==> config.mk <==
export PLATFORM = sky130hd
export DESIGN_NAME = sha1_stream_hasher_core
export DESIGN_NICKNAME = d
export VERILOG_FILES = /design/src/rtl/sha1sh_pkg.sv /design/src/rtl/sha1sh_dp.sv /design/src/rtl/sha1sh_ctrl.sv /design/src/rtl/sha1_stream_hasher_core.sv
export SDC_FILE = /design/constraint.sdc
export NUM_CORES = 2
export LEC_CHECK = 0
export BUFFER_PORTS_ARGS = -buffer_cell sky130_fd_sc_hd__buf_2
export CAP_MARGIN = 5
export CORE_ASPECT_RATIO = 0.8
export CORE_MARGIN = 5
export CORE_UTILIZATION = 32
export CTS_CLUSTER_SIZE = 20
export DETAILED_ROUTE_END_ITERATION = 10
export HOLD_SLACK_MARGIN = 0.03
export PLACE_DENSITY = 0.57
export REMOVE_ABC_BUFFERS = 1
export SLEW_MARGIN = 40
export SYNTH_ARGS = -nofsm -noshare
export SYNTH_HDL_FRONTEND = slang
export SYNTH_SLANG_ARGS = --single-unit
==> constraint.sdc <==
create_clock -name clk -period 20.7 [get_ports clk]
set_input_delay 3.105 -clock clk [delete_from_list [all_inputs] [get_ports clk]]
set_output_delay 3.105 -clock clk [all_outputs]
set_load 0.05 [all_outputs]
==> src/rtl/sha1sh_pkg.sv <==
package sha1sh_pkg;

	// Source of the byte that is shifted into the block buffer.
	typedef enum logic [1:0] {
		BSEL_DATA = 2'd0,
		BSEL_MARK = 2'd1,
		BSEL_ZERO = 2'd2,
		BSEL_LEN  = 2'd3
	} bsel_t;

	typedef struct packed {
		logic  push;
		bsel_t bsel;
		logic  count;
		logic  round;
		logic  add;
		logic  emit;
	} cmd_t;

	typedef struct packed {
		logic block_full;
		logic at_len;
		logic last_round;
		logic out_busy;
	} sts_t;

	localparam logic [0:4][31:0] H_INIT = {
		32'h67452301, 32'hEFCDAB89, 32'h98BADCFE, 32'h10325476, 32'hC3D2E1F0
	};

	localparam logic [31:0] K_0 = 32'h5A827999;
	localparam logic [31:0] K_1 = 32'h6ED9EBA1;
	localparam logic [31:0] K_2 = 32'h8F1BBCDC;
	localparam logic [31:0] K_3 = 32'hCA62C1D6;

	localparam logic [7:0] MARK_BYTE  = 8'h80;
	localparam logic [5:0] LEN_OFFSET = 6'd56;
	localparam logic [5:0] FILL_LAST  = 6'd63;
	localparam logic [6:0] LAST_ROUND = 7'd79;
	localparam logic [6:0] ROUND_END  = 7'd80;
	localparam logic [6:0] ROUND_W16  = 7'd16;
	localparam logic [6:0] ROUND_20   = 7'd20;
	localparam logic [6:0] ROUND_40   = 7'd40;
	localparam logic [6:0] ROUND_60   = 7'd60;

endpackage

==> src/rtl/sha1sh_dp.sv <==
module sha1sh_dp import sha1sh_pkg::*; (
	input  logic         clk,
	input  logic         arst_n,
	input  cmd_t         cmd,
	input  logic [7:0]   data_byte,
	input  logic         out_ready,
	output sts_t         sts,
	output logic         out_valid,
	output logic [159:0] out_digest,  // digest_word0 .. digest_word4
	output logic         out_error
);

	// The block buffer and the schedule window share one shift register:
	// word 0 sits in the top bits, bytes enter at the bottom.
	logic [0:15][31:0] window_q;
	logic [511:0]      win_flat;
	logic [0:4][31:0]  work_q;
	logic [0:4][31:0]  hash_q;
	logic [5:0]        fill_q;
	logic [63:0]       bitlen_q;
	logic              ovf_q;
	logic [6:0]        round_q;
	logic              out_valid_q;
	logic [159:0]      out_digest_q;
	logic              out_error_q;

	logic [7:0]  push_byte;
	logic [7:0]  len_byte;
	logic [31:0] w_mix;
	logic [31:0] w_cur;
	logic [31:0] f_val;
	logic [31:0] k_val;
	logic [31:0] t_val;
	logic [31:0] a_w, b_w, c_w, d_w, e_w;

	assign win_flat = window_q;
	assign a_w = work_q[0];
	assign b_w = work_q[1];
	assign c_w = work_q[2];
	assign d_w = work_q[3];
	assign e_w = work_q[4];

	// Length bytes go out most significant first; offset 56 + k carries byte 7 - k.
	assign len_byte = 8'(bitlen_q >> {~fill_q[2:0], 3'b000});

	always_comb begin
		unique case (cmd.bsel)
			BSEL_DATA: push_byte = data_byte;
			BSEL_MARK: push_byte = MARK_BYTE;
			BSEL_ZERO: push_byte = 8'h00;
			BSEL_LEN:  push_byte = len_byte;
			default:   push_byte = 8'h00;
		endcase
	end

	assign w_mix = window_q[13] ^ window_q[8] ^ window_q[2] ^ window_q[0];
	assign w_cur = (round_q < ROUND_W16) ? window_q[0] : {w_mix[30:0], w_mix[31]};

	always_comb begin
		if (round_q < ROUND_20) begin
			f_val = (b_w & c_w) | (~b_w & d_w);
			k_val = K_0;
		end else if (round_q < ROUND_40) begin
			f_val = b_w ^ c_w ^ d_w;
			k_val = K_1;
		end else if (round_q < ROUND_60) begin
			f_val = (b_w & c_w) | (b_w & d_w) | (c_w & d_w);
			k_val = K_2;
		end else begin
			f_val = b_w ^ c_w ^ d_w;
			k_val = K_3;
		end
	end

	assign t_val = {a_w[26:0], a_w[31:27]} + f_val + e_w + k_val + w_cur;

	always_ff @(posedge clk) begin
		if (cmd.push) begin
			window_q <= {win_flat[503:0], push_byte};
			if (fill_q == FILL_LAST) begin
				work_q <= hash_q;
			end
		end else if (cmd.round) begin
			window_q <= {win_flat[479:0], w_cur};
			work_q   <= {t_val, a_w, {b_w[1:0], b_w[31:2]}, c_w, d_w};
		end
		if (cmd.emit) begin
			out_digest_q <= {hash_q[4], hash_q[3], hash_q[2], hash_q[1], hash_q[0]};
			out_error_q  <= ovf_q;
		end
	end

	always_ff @(posedge clk or negedge arst_n) begin
		if (!arst_n) begin
			hash_q      <= H_INIT;
			fill_q      <= '0;
			bitlen_q    <= '0;
			ovf_q       <= 1'b0;
			round_q     <= '0;
			out_valid_q <= 1'b0;
		end else begin
			if (cmd.push) begin
				fill_q <= fill_q + 6'd1;
				if (fill_q == FILL_LAST) begin
					round_q <= '0;
				end
			end else if (cmd.round) begin
				round_q <= round_q + 7'd1;
			end
			if (cmd.count) begin
				if (&bitlen_q[63:3]) begin
					ovf_q <= 1'b1;
				end
				bitlen_q <= bitlen_q + 64'd8;
			end
			if (cmd.add) begin
				for (int i = 0; i < 5; i++) begin
					hash_q[i] <= hash_q[i] + work_q[i];
				end
			end
			if (cmd.emit) begin
				hash_q      <= H_INIT;
				bitlen_q    <= '0;
				ovf_q       <= 1'b0;
				out_valid_q <= 1'b1;
			end else if (out_ready) begin
				out_valid_q <= 1'b0;
			end
		end
	end

	assign sts.block_full = (fill_q == FILL_LAST);
	assign sts.at_len     = (fill_q == LEN_OFFSET);
	assign sts.last_round = (round_q == LAST_ROUND);
	assign sts.out_busy   = out_valid_q & ~out_ready;

	assign out_valid  = out_valid_q;
	assign out_digest = out_digest_q;
	assign out_error  = out_error_q;

	a_round_in_range: assert property (@(posedge clk) disable iff (!arst_n)
		cmd.round |-> round_q < ROUND_END)
		else $error("round issued past the last round");

	a_emit_on_block_edge: assert property (@(posedge clk) disable iff (!arst_n)
		cmd.emit |-> fill_q == '0)
		else $error("digest emitted with a partly filled block");

	a_emit_restarts: assert property (@(posedge clk) disable iff (!arst_n)
		cmd.emit |=> out_valid_q && bitlen_q == '0 && !ovf_q)
		else $error("emit did not restart the message state");

endmodule

==> src/rtl/sha1sh_ctrl.sv <==
module sha1sh_ctrl import sha1sh_pkg::*; (
	input  logic clk,
	input  logic arst_n,
	input  logic in_valid,
	input  logic byte_present,
	input  logic end_of_message,
	input  sts_t sts,
	output logic in_ready,
	output cmd_t cmd
);

	typedef enum logic [6:0] {
		S_IDLE = 7'b0000001,
		S_MARK = 7'b0000010,
		S_ZERO = 7'b0000100,
		S_LEN  = 7'b0001000,
		S_COMP = 7'b0010000,
		S_ADD  = 7'b0100000,
		S_FIN  = 7'b1000000
	} state_t;

	state_t state_q, state_d;
	state_t ret_q, ret_d;

	assign in_ready = (state_q == S_IDLE);

	always_comb begin
		cmd     = '0;
		state_d = state_q;
		ret_d   = ret_q;
		unique case (state_q)
			S_IDLE: begin
				if (in_valid) begin
					if (byte_present) begin
						cmd.push  = 1'b1;
						cmd.bsel  = BSEL_DATA;
						cmd.count = 1'b1;
					end
					if (byte_present && sts.block_full) begin
						state_d = S_COMP;
						ret_d   = end_of_message ? S_MARK : S_IDLE;
					end else if (end_of_message) begin
						state_d = S_MARK;
					end
				end
			end
			S_MARK: begin
				cmd.push = 1'b1;
				cmd.bsel = BSEL_MARK;
				if (sts.block_full) begin
					state_d = S_COMP;
					ret_d   = S_ZERO;
				end else begin
					state_d = S_ZERO;
				end
			end
			S_ZERO: begin
				if (sts.at_len) begin
					state_d = S_LEN;
				end else begin
					cmd.push = 1'b1;
					cmd.bsel = BSEL_ZERO;
					if (sts.block_full) begin
						state_d = S_COMP;
						ret_d   = S_ZERO;
					end
				end
			end
			S_LEN: begin
				cmd.push = 1'b1;
				cmd.bsel = BSEL_LEN;
				if (sts.block_full) begin
					state_d = S_COMP;
					ret_d   = S_FIN;
				end
			end
			S_COMP: begin
				cmd.round = 1'b1;
				if (sts.last_round) begin
					state_d = S_ADD;
				end
			end
			S_ADD: begin
				cmd.add = 1'b1;
				state_d = ret_q;
			end
			S_FIN: begin
				// Hold the digest back until the output register is free.
				if (!sts.out_busy) begin
					cmd.emit = 1'b1;
					state_d  = S_IDLE;
				end
			end
			default: begin
				state_d = S_IDLE;
			end
		endcase
	end

	always_ff @(posedge clk or negedge arst_n) begin
		if (!arst_n) begin
			state_q <= S_IDLE;
			ret_q   <= S_IDLE;
		end else begin
			state_q <= state_d;
			ret_q   <= ret_d;
		end
	end

	a_full_block_compresses: assert property (@(posedge clk) disable iff (!arst_n)
		(cmd.push && sts.block_full) |=> state_q == S_COMP)
		else $error("full block not followed by compression");

	a_add_after_rounds: assert property (@(posedge clk) disable iff (!arst_n)
		state_q == S_ADD |-> $past(state_q) == S_COMP)
		else $error("chaining add without preceding rounds");

	a_state_onehot: assert property (@(posedge clk) disable iff (!arst_n)
		$onehot(state_q))
		else $error("controller state is not one-hot");

endmodule

==> src/rtl/sha1_stream_hasher_core.sv <==
// Input: a word without end of message is taken while the core is idle; the word that fills
// a 64-byte block is followed by an input stall for 80 rounds and one chaining add.
// Throughput: one byte per cycle while the core is idle, with no compression or padding.
// End of message: the mark byte, zero bytes up to offset 56 and the length bytes are pushed,
// each full block is compressed, and the digest is emitted once the output register is free.
// Reset (arst_n low) clears control and loads the initial chaining words; no clearing pass.
module sha1_stream_hasher_core import sha1sh_pkg::*; (
	input  logic         clk,
	input  logic         arst_n,
	input  logic         s_tvalid,
	output logic         s_tready,
	input  logic [7:0]   s_tdata,   // [7:0] data_byte
	input  logic [0:0]   s_tuser,   // [0] byte_present
	input  logic         s_tlast,   // end_of_message
	output logic         m_tvalid,
	input  logic         m_tready,
	output logic [159:0] m_tdata,   // digest_word0 .. digest_word4, 32 bits each
	output logic [0:0]   m_tuser    // [0] length_error
);

	cmd_t cmd;
	sts_t sts;

	sha1sh_ctrl u_ctrl (
		.clk            (clk),
		.arst_n         (arst_n),
		.in_valid       (s_tvalid),
		.byte_present   (s_tuser[0]),
		.end_of_message (s_tlast),
		.sts            (sts),
		.in_ready       (s_tready),
		.cmd            (cmd)
	);

	sha1sh_dp u_dp (
		.clk        (clk),
		.arst_n     (arst_n),
		.cmd        (cmd),
		.data_byte  (s_tdata),
		.out_ready  (m_tready),
		.sts        (sts),
		.out_valid  (m_tvalid),
		.out_digest (m_tdata),
		.out_error  (m_tuser[0])
	);

endmodule

* After elaboration in Yosys (flattened, before gate mapping)
Cells that the tools add are included.
Storage, ports and cells: flip-flop bits (word level) 1086, output and inout port bits 163, word-level logic and storage cells 152, input bits 14
Cells by class: mux-type cells 50, shift operators 1, bitwise operators 16, $lt $le $gt $ge 4, add/sub/neg operators 12, reductions and logical operators 13, eq/ne operators 21
Operators by type and width (number):
- $mux 512 | 2
- $mux 160 | 5
- $add 32x32->32 | 9
- $mux 32 | 6
- $xor 32x32->32 | 5
- $and 32x32->32 | 4
- $mux 64 | 2
- $mux 7 | 15
- $or 32x32->32 | 3
- $add 64x4->64 const B | 1
- $shr 64x6->8 | 1
- $reduce_and 61->1 | 1
- $pmux 7 s7 | 1
- $not 32->32 | 1
- $pmux 8 s4 | 1
- $mux 31 | 1
- $pmux 7 s4 | 1
- $eq 7x7->1 const B | 2
- $lt 7x5->1 const B | 2
- $lt 7x6->1 const B | 2
- $eq 6x6->1 const B | 2
- $pmux 3 s4 | 1
- $mux 1 | 10
- $reduce_bool 2->1 | 5
- other kinds (26) | 34

* Longest topological paths before layout
word-level depth 12, depth in mapped cells 27, depth with buffers taken out 24

* Cells and area by module
A second synthesis with hierarchy kept.
Second synthesis, totals: cells, all modules 4590, area total of the unflattened synthesis 58617.5 um2
By module, submodules not included:
- sha1sh_dp | sequential area each 31019.8 um2, area an instance 57739.1 um2, cells an instance 4489, times used 1
- sha1sh_ctrl | sequential area each 277.8 um2, area an instance 878.3 um2, cells an instance 101, times used 1

* Worst setup path before layout
Ideal clock, no wire load.
kind in2reg, start in s_tvalid, end reg u_dp.window_q, in the netlist u_dp.win_flat[0] (enable), arrival time 12.560 ns, setup slack 4.478 ns, path buffers 3, setup time 3.662 ns, stages 6, data required time 17.038 ns, path through and3_1 clkbuf_1 nor2_1 clkbuf_1 buf_1 nand2_1
On the way: cells in the longest elaborated chain, start to end 3
RTL lines:
- start, declared | RTL line sha1_stream_hasher_core.sv:10 | input logic s_tvalid,
- $mux 4 | RTL line sha1sh_ctrl.sv:33 | if (in_valid) begin
- $pmux 3 s4 | RTL line sha1sh_ctrl.sv:31 | unique case (state_q)
- $reduce_bool 2->1 (no source line)
- end signal, assigned | RTL line sha1sh_dp.sv:79 | window_q <= {win_flat[503:0], push_byte};
- end signal, assigned | RTL line sha1sh_dp.sv:84 | window_q <= {win_flat[479:0], w_cur};
- end, declared | RTL line sha1sh_dp.sv:15 | logic [0:15][31:0] window_q;
Every way passes these cells. A chain may end at the register's enable or synchronous reset.

* Final worst setup path
start reg u_dp.round_q[4], end reg u_dp.work_q, in the netlist u_dp.a_w[28] (data pin)
On the way: cells in the longest elaborated chain, start to end 10, elaborated cells on any way between the ends 17, classes of those cells add/sub: 4; order compare: 4; mux: 9
RTL lines:
- start, declared | RTL line sha1sh_dp.sv:22 | logic [6:0] round_q;
- start signal, assigned | RTL line sha1sh_dp.sv:108 | round_q <= round_q + 7'd1;
- $lt 7x6->1 | RTL line sha1sh_dp.sv:66 | end else if (round_q < ROUND_60) begin
- $mux 32 | RTL line sha1sh_dp.sv:66
- $mux 32 | RTL line sha1sh_dp.sv:63 | end else if (round_q < ROUND_40) begin
- $mux 32 | RTL line sha1sh_dp.sv:60 | if (round_q < ROUND_20) begin
- $add 32x32->32 (3 in a row) | RTL line sha1sh_dp.sv:75 | assign t_val = {a_w[26:0], a_w[31:27]} + f_val + e_w + k_val + w_cur;
- $add 32x32->32 * | RTL line sha1sh_dp.sv:75
- $mux 160 * | RTL line sha1sh_dp.sv:83 | end else if (cmd.round) begin
- $mux 160 * | RTL line sha1sh_dp.sv:78 | if (cmd.push) begin
- end signal, assigned | RTL line sha1sh_dp.sv:81 | work_q <= hash_q;
- end signal, assigned | RTL line sha1sh_dp.sv:85 | work_q <= {t_val, a_w, {b_w[1:0], b_w[31:2]}, c_w, d_w};
- end, declared | RTL line sha1sh_dp.sv:17 | logic [0:4][31:0] work_q;
Mark *: on every way between the ends. The rest lies on a longest branch, timed or not. The select of a mux whose other input is x is not followed.

==> results.md <==
* Max capacitance violation total at 0
* P&R area growth vs syn at 13.1%
* Slew headroom at 34.8%
* Fraction of registers with async set/reset at 22.9%
* Seq pwr share at 37.2%
* Final TNS setup at 0 ns
* Initial antenna violation count at 13
* RSZ-0062 raised after global routing: no
* Port bufs at 176
* Main synth FF type: edfxtp_1
* Register area share after synthesis at 54.1%
* Aggregate global-route resource usage at 16.3%
* Vias per cell at 5.01
* Die area at 190000 sq um
* Worst skew pair latency at 0.75 ns
* Largest net degree at the start of global routing at 114
* Mean post-synth cell area at 10.1 sq um
* Htree depth at 3
* # Post-CTS Setup Buffers at 0
* Worst vdd ir at 127 uV
* Post-Syn Area at 57900 sq um
* Delay-heaviest family, CP: compound AO/OA/AOI/OAI gates
* Die X at 486 microns
* Switch share at 39.3%
* Global-route wire length before repair at 243000 microns
* CTS Hold Buffers Added at 0
* Crit path time final at 7.10 ns
* Power share of the combinational group at 41.0%
* IO Pins at 177
* Slew Viols, Final at 0
* Total CTS buffers at 110
* Initial Util at 32.2%
* Worst path cell trace: nand2_1, o21a_1, nand2_2, buf_4, inv_2, nor2_2, inv_1, a21o_1, fa_1, inv_1, fa_1, inv_1, ha_1, a21oi_1, nor2b_1, o311a_1, o22ai_2, o31ai_1, o2111ai_1, a31oi_1, a2111oi_0, or4_1, nand3_1
* Clock power frac at 21.9%
* Crit. End Element: register
* Worst hold start: u_ctrl.ret_q[0]
* Clock slew seen by the registers of the worst setup and hold paths at 0.07 ns
* GPL Wtd Cong at 0.883
* Pwr Total at 0.0101 W
* Buffers and inverters on the worst path at 5
* Root Buffer: clkbuf_16
* Tcrit/Tclk final at 34.3%
* # rows at 139
* Leakage power at 27.9 nW
* CTS tree: built
* Setup Crit Path Kind: reg2reg
* Status: complete, no violations
* Final #Nets at 6173
* Slowest cell on crit path: a2111oi_0
* CP arrival at 7.59 ns
* CORE AREA at 180000 sq um
* Setup crit start kind: register
* Ys Warns at 0
* Count of different cell masters after synthesis at 86
* Reg-to-Reg Start: u_dp.round_q[4]
* Dpl hpwl at 112000 microns
* Final setup violation count at 0
* Worst path max stage delay at 0.58 ns
* Routed wire length at 159000 microns
* Power per standard cell area at 155 nW/um^2
* Vias in the first global route at 39.5k
* Worst Tran Pin Value at 0.974 ns
* Fmax at 141 MHz
* Number of enable flip-flop cells after synthesis at 833
* Via Count at 41.8k
* Commonest non-fill, non-tap cell in the layout: nand2_1
* Post-synthesis cell count at 5753
* Most used cell, CP: inv_1
* ANT nets after route at 0
* Crit path from: u_dp.round_q[4]
* Highest-count cells in the layout ignoring fill and taps: 2012 x nand2_1, 833 x edfxtp_1, 262 x o21ai_0
* Worst Path Required at 21.19 ns
* Sink Count at 1080
* P_sw at 0.00397 W
* Cts repair resizes at 0
* Final Hold Viols at 0
* Longest Clk Path Bufs at 3
* Int Power at 0.00615 W
* DRT iter0 DRCs at 3850
* Worst Skew at 0.0280 ns
* Global route total overflow at 0
* First-pass DRT Iterations at 5
* Critical Path Fanout Max at 24
* Wire per inst at 19.0 microns
* Hold Path Class: reg2reg
* DRC at 0
* Layout cells sized above 1 at 9.52%
* Chip height at 390 microns
* Yosys reg bits at 1080
-- flip-flops by register name, indices dropped and copies added, names as in the netlist --
signal,flops
u_dp.win_flat,512
u_dp.hash_q,160
u_dp.out_digest,160
u_dp.bitlen_q,61
u_dp.a_w,32
u_dp.b_w,32
u_dp.c_w,32
u_dp.d_w,32
u_dp.e_w,32
u_ctrl.state_q,7
u_dp.round_q,7
u_dp.fill_q,6
u_ctrl.ret_q,4
u_dp.out_error,1
u_dp.out_valid,1
u_dp.ovf_q,1
-- final timing paths --
path	cells past startpoint	slack (ns)	endpoint
min in group asynchronous	1	2.25	u_dp.hash_q[58]
setup reg to reg	23	13.60	u_dp.a_w[28]
hold reg to reg	2	0.47	u_ctrl.ret_q[0]
hold / removal	2	0.47	u_ctrl.ret_q[0]
setup / recovery	23	13.60	u_dp.a_w[28]
max in group asynchronous	4	16.47	u_dp.hash_q[108]
-- worst register-to-register path: stages, from the launching register on --
cell and delay, ns:
dfrtp_1 0.51, nand2_1 0.13, o21a_1 0.45, nand2_2 0.13, buf_4 0.31, inv_2 0.33
nor2_2 0.42, inv_1 0.43, a21o_1 0.31, fa_1 0.50, inv_1 0.06, fa_1 0.53
inv_1 0.05, ha_1 0.34, a21oi_1 0.15, nor2b_1 0.08, o311a_1 0.32, o22ai_2 0.26
o31ai_1 0.17, o2111ai_1 0.29, a31oi_1 0.23, a2111oi_0 0.59, or4_1 0.19, nand3_1 0.06
-- power by group through the flow --
stage	combinational (W)	clock, W	sequential [W]
6_report	0.00414	0.00222	0.00376
5_1_grt	0.00466	0.00236	0.00382
4_1_cts	0.00416	0.00227	0.00376
3_5_place_dp	0.00414	0	0.00379
3_3_place_gp	0.00403	0	0.00379
2_1_floorplan	0.00399	0	0.00400
-- final cells by class --
type                       count  area (sq um)
tap                         2397          3000
antenna                        3          7.51
clock buffer                 136          2920
multi-input combinational   4177         24700
clock inverter                74          1090
inverter                     246           923
sequential                  1080         31300
fill                       17800        114000
timing repair buffer         222          1500
-- Yosys cell counts (14+ instances only) --
library cell	number	share of area (%)
xnor2_1	196	3.0
dfrtp_1	165	7.1
o211ai_1	14	0.18
clkbuf_1	165	1.1
mux2i_1	43	0.74
and2_1	15	0.16
nand2_1	2014	13
nand2b_1	34	0.37
o21bai_1	17	0.22
o22ai_1	51	0.55
or3_1	29	0.31
inv_1	244	1.6
a31oi_1	23	0.25
a21o_1	101	1.3
a211oi_1	18	0.23
ha_1	205	4.4
o31ai_1	16	0.21
and3_1	20	0.22
buf_2	78	0.67
nor2b_1	25	0.27
nor3_1	54	0.47
nor2_1	225	1.5
a221o_1	24	0.42
nand4_1	37	0.40
edfxtp_1	833	43
xor2_1	115	1.7
fa_1	117	4.0
o21a_1	35	0.45
a21oi_1	233	2.0
nand3_1	68	0.59
dfstp_2	82	3.7
o21ai_0	264	2.3
-- per-layer routing --
metal | wire length [microns] | share of wire [%] | GRT usage [%]
met1 | 78000 | 49 | 24.7
met2 | 69100 | 44 | 24.4
met3 | 8850 | 5.6 | 2.67
met4 | 2680 | 1.7 | 3.16
met5 | 13 | 0.0082 | 0
-- per-stage QoR --
step           hold slack (ns)  util, %  instance area (sq um)  instances  setup slack (ns)
6_report                 0.475     36.4                  65500       8335             13.60
3_3_place_gp             0.464     34.0                  61100       8115             13.42
4_1_cts                  0.477     36.4                  65400       8330             13.68
2_1_floorplan            0.426        -                  56800       5503            -43.62
3_5_place_dp             0.468     34.2                  61400       8120             13.60
5_1_grt                  0.493     36.4                  65500       8334             13.16
-- kinds of logic after synthesis --
| group | after synthesis | synth area share, % |
|---|---|---|
| buffers and inverters | 496 | 3.39 |
| xor gates and xnor gates | 311 | 4.71 |
| adders and majority gates | 322 | 8.48 |
| and+or+nand+nor | 2579 | 18.1 |
| muxes | 59 | 1.31 |
| DFF | 1080 | 54.1 |
| AOI/OAI and AO/OA | 906 | 9.92 |
Note: power is estimated with default switching activity, not from simulation.
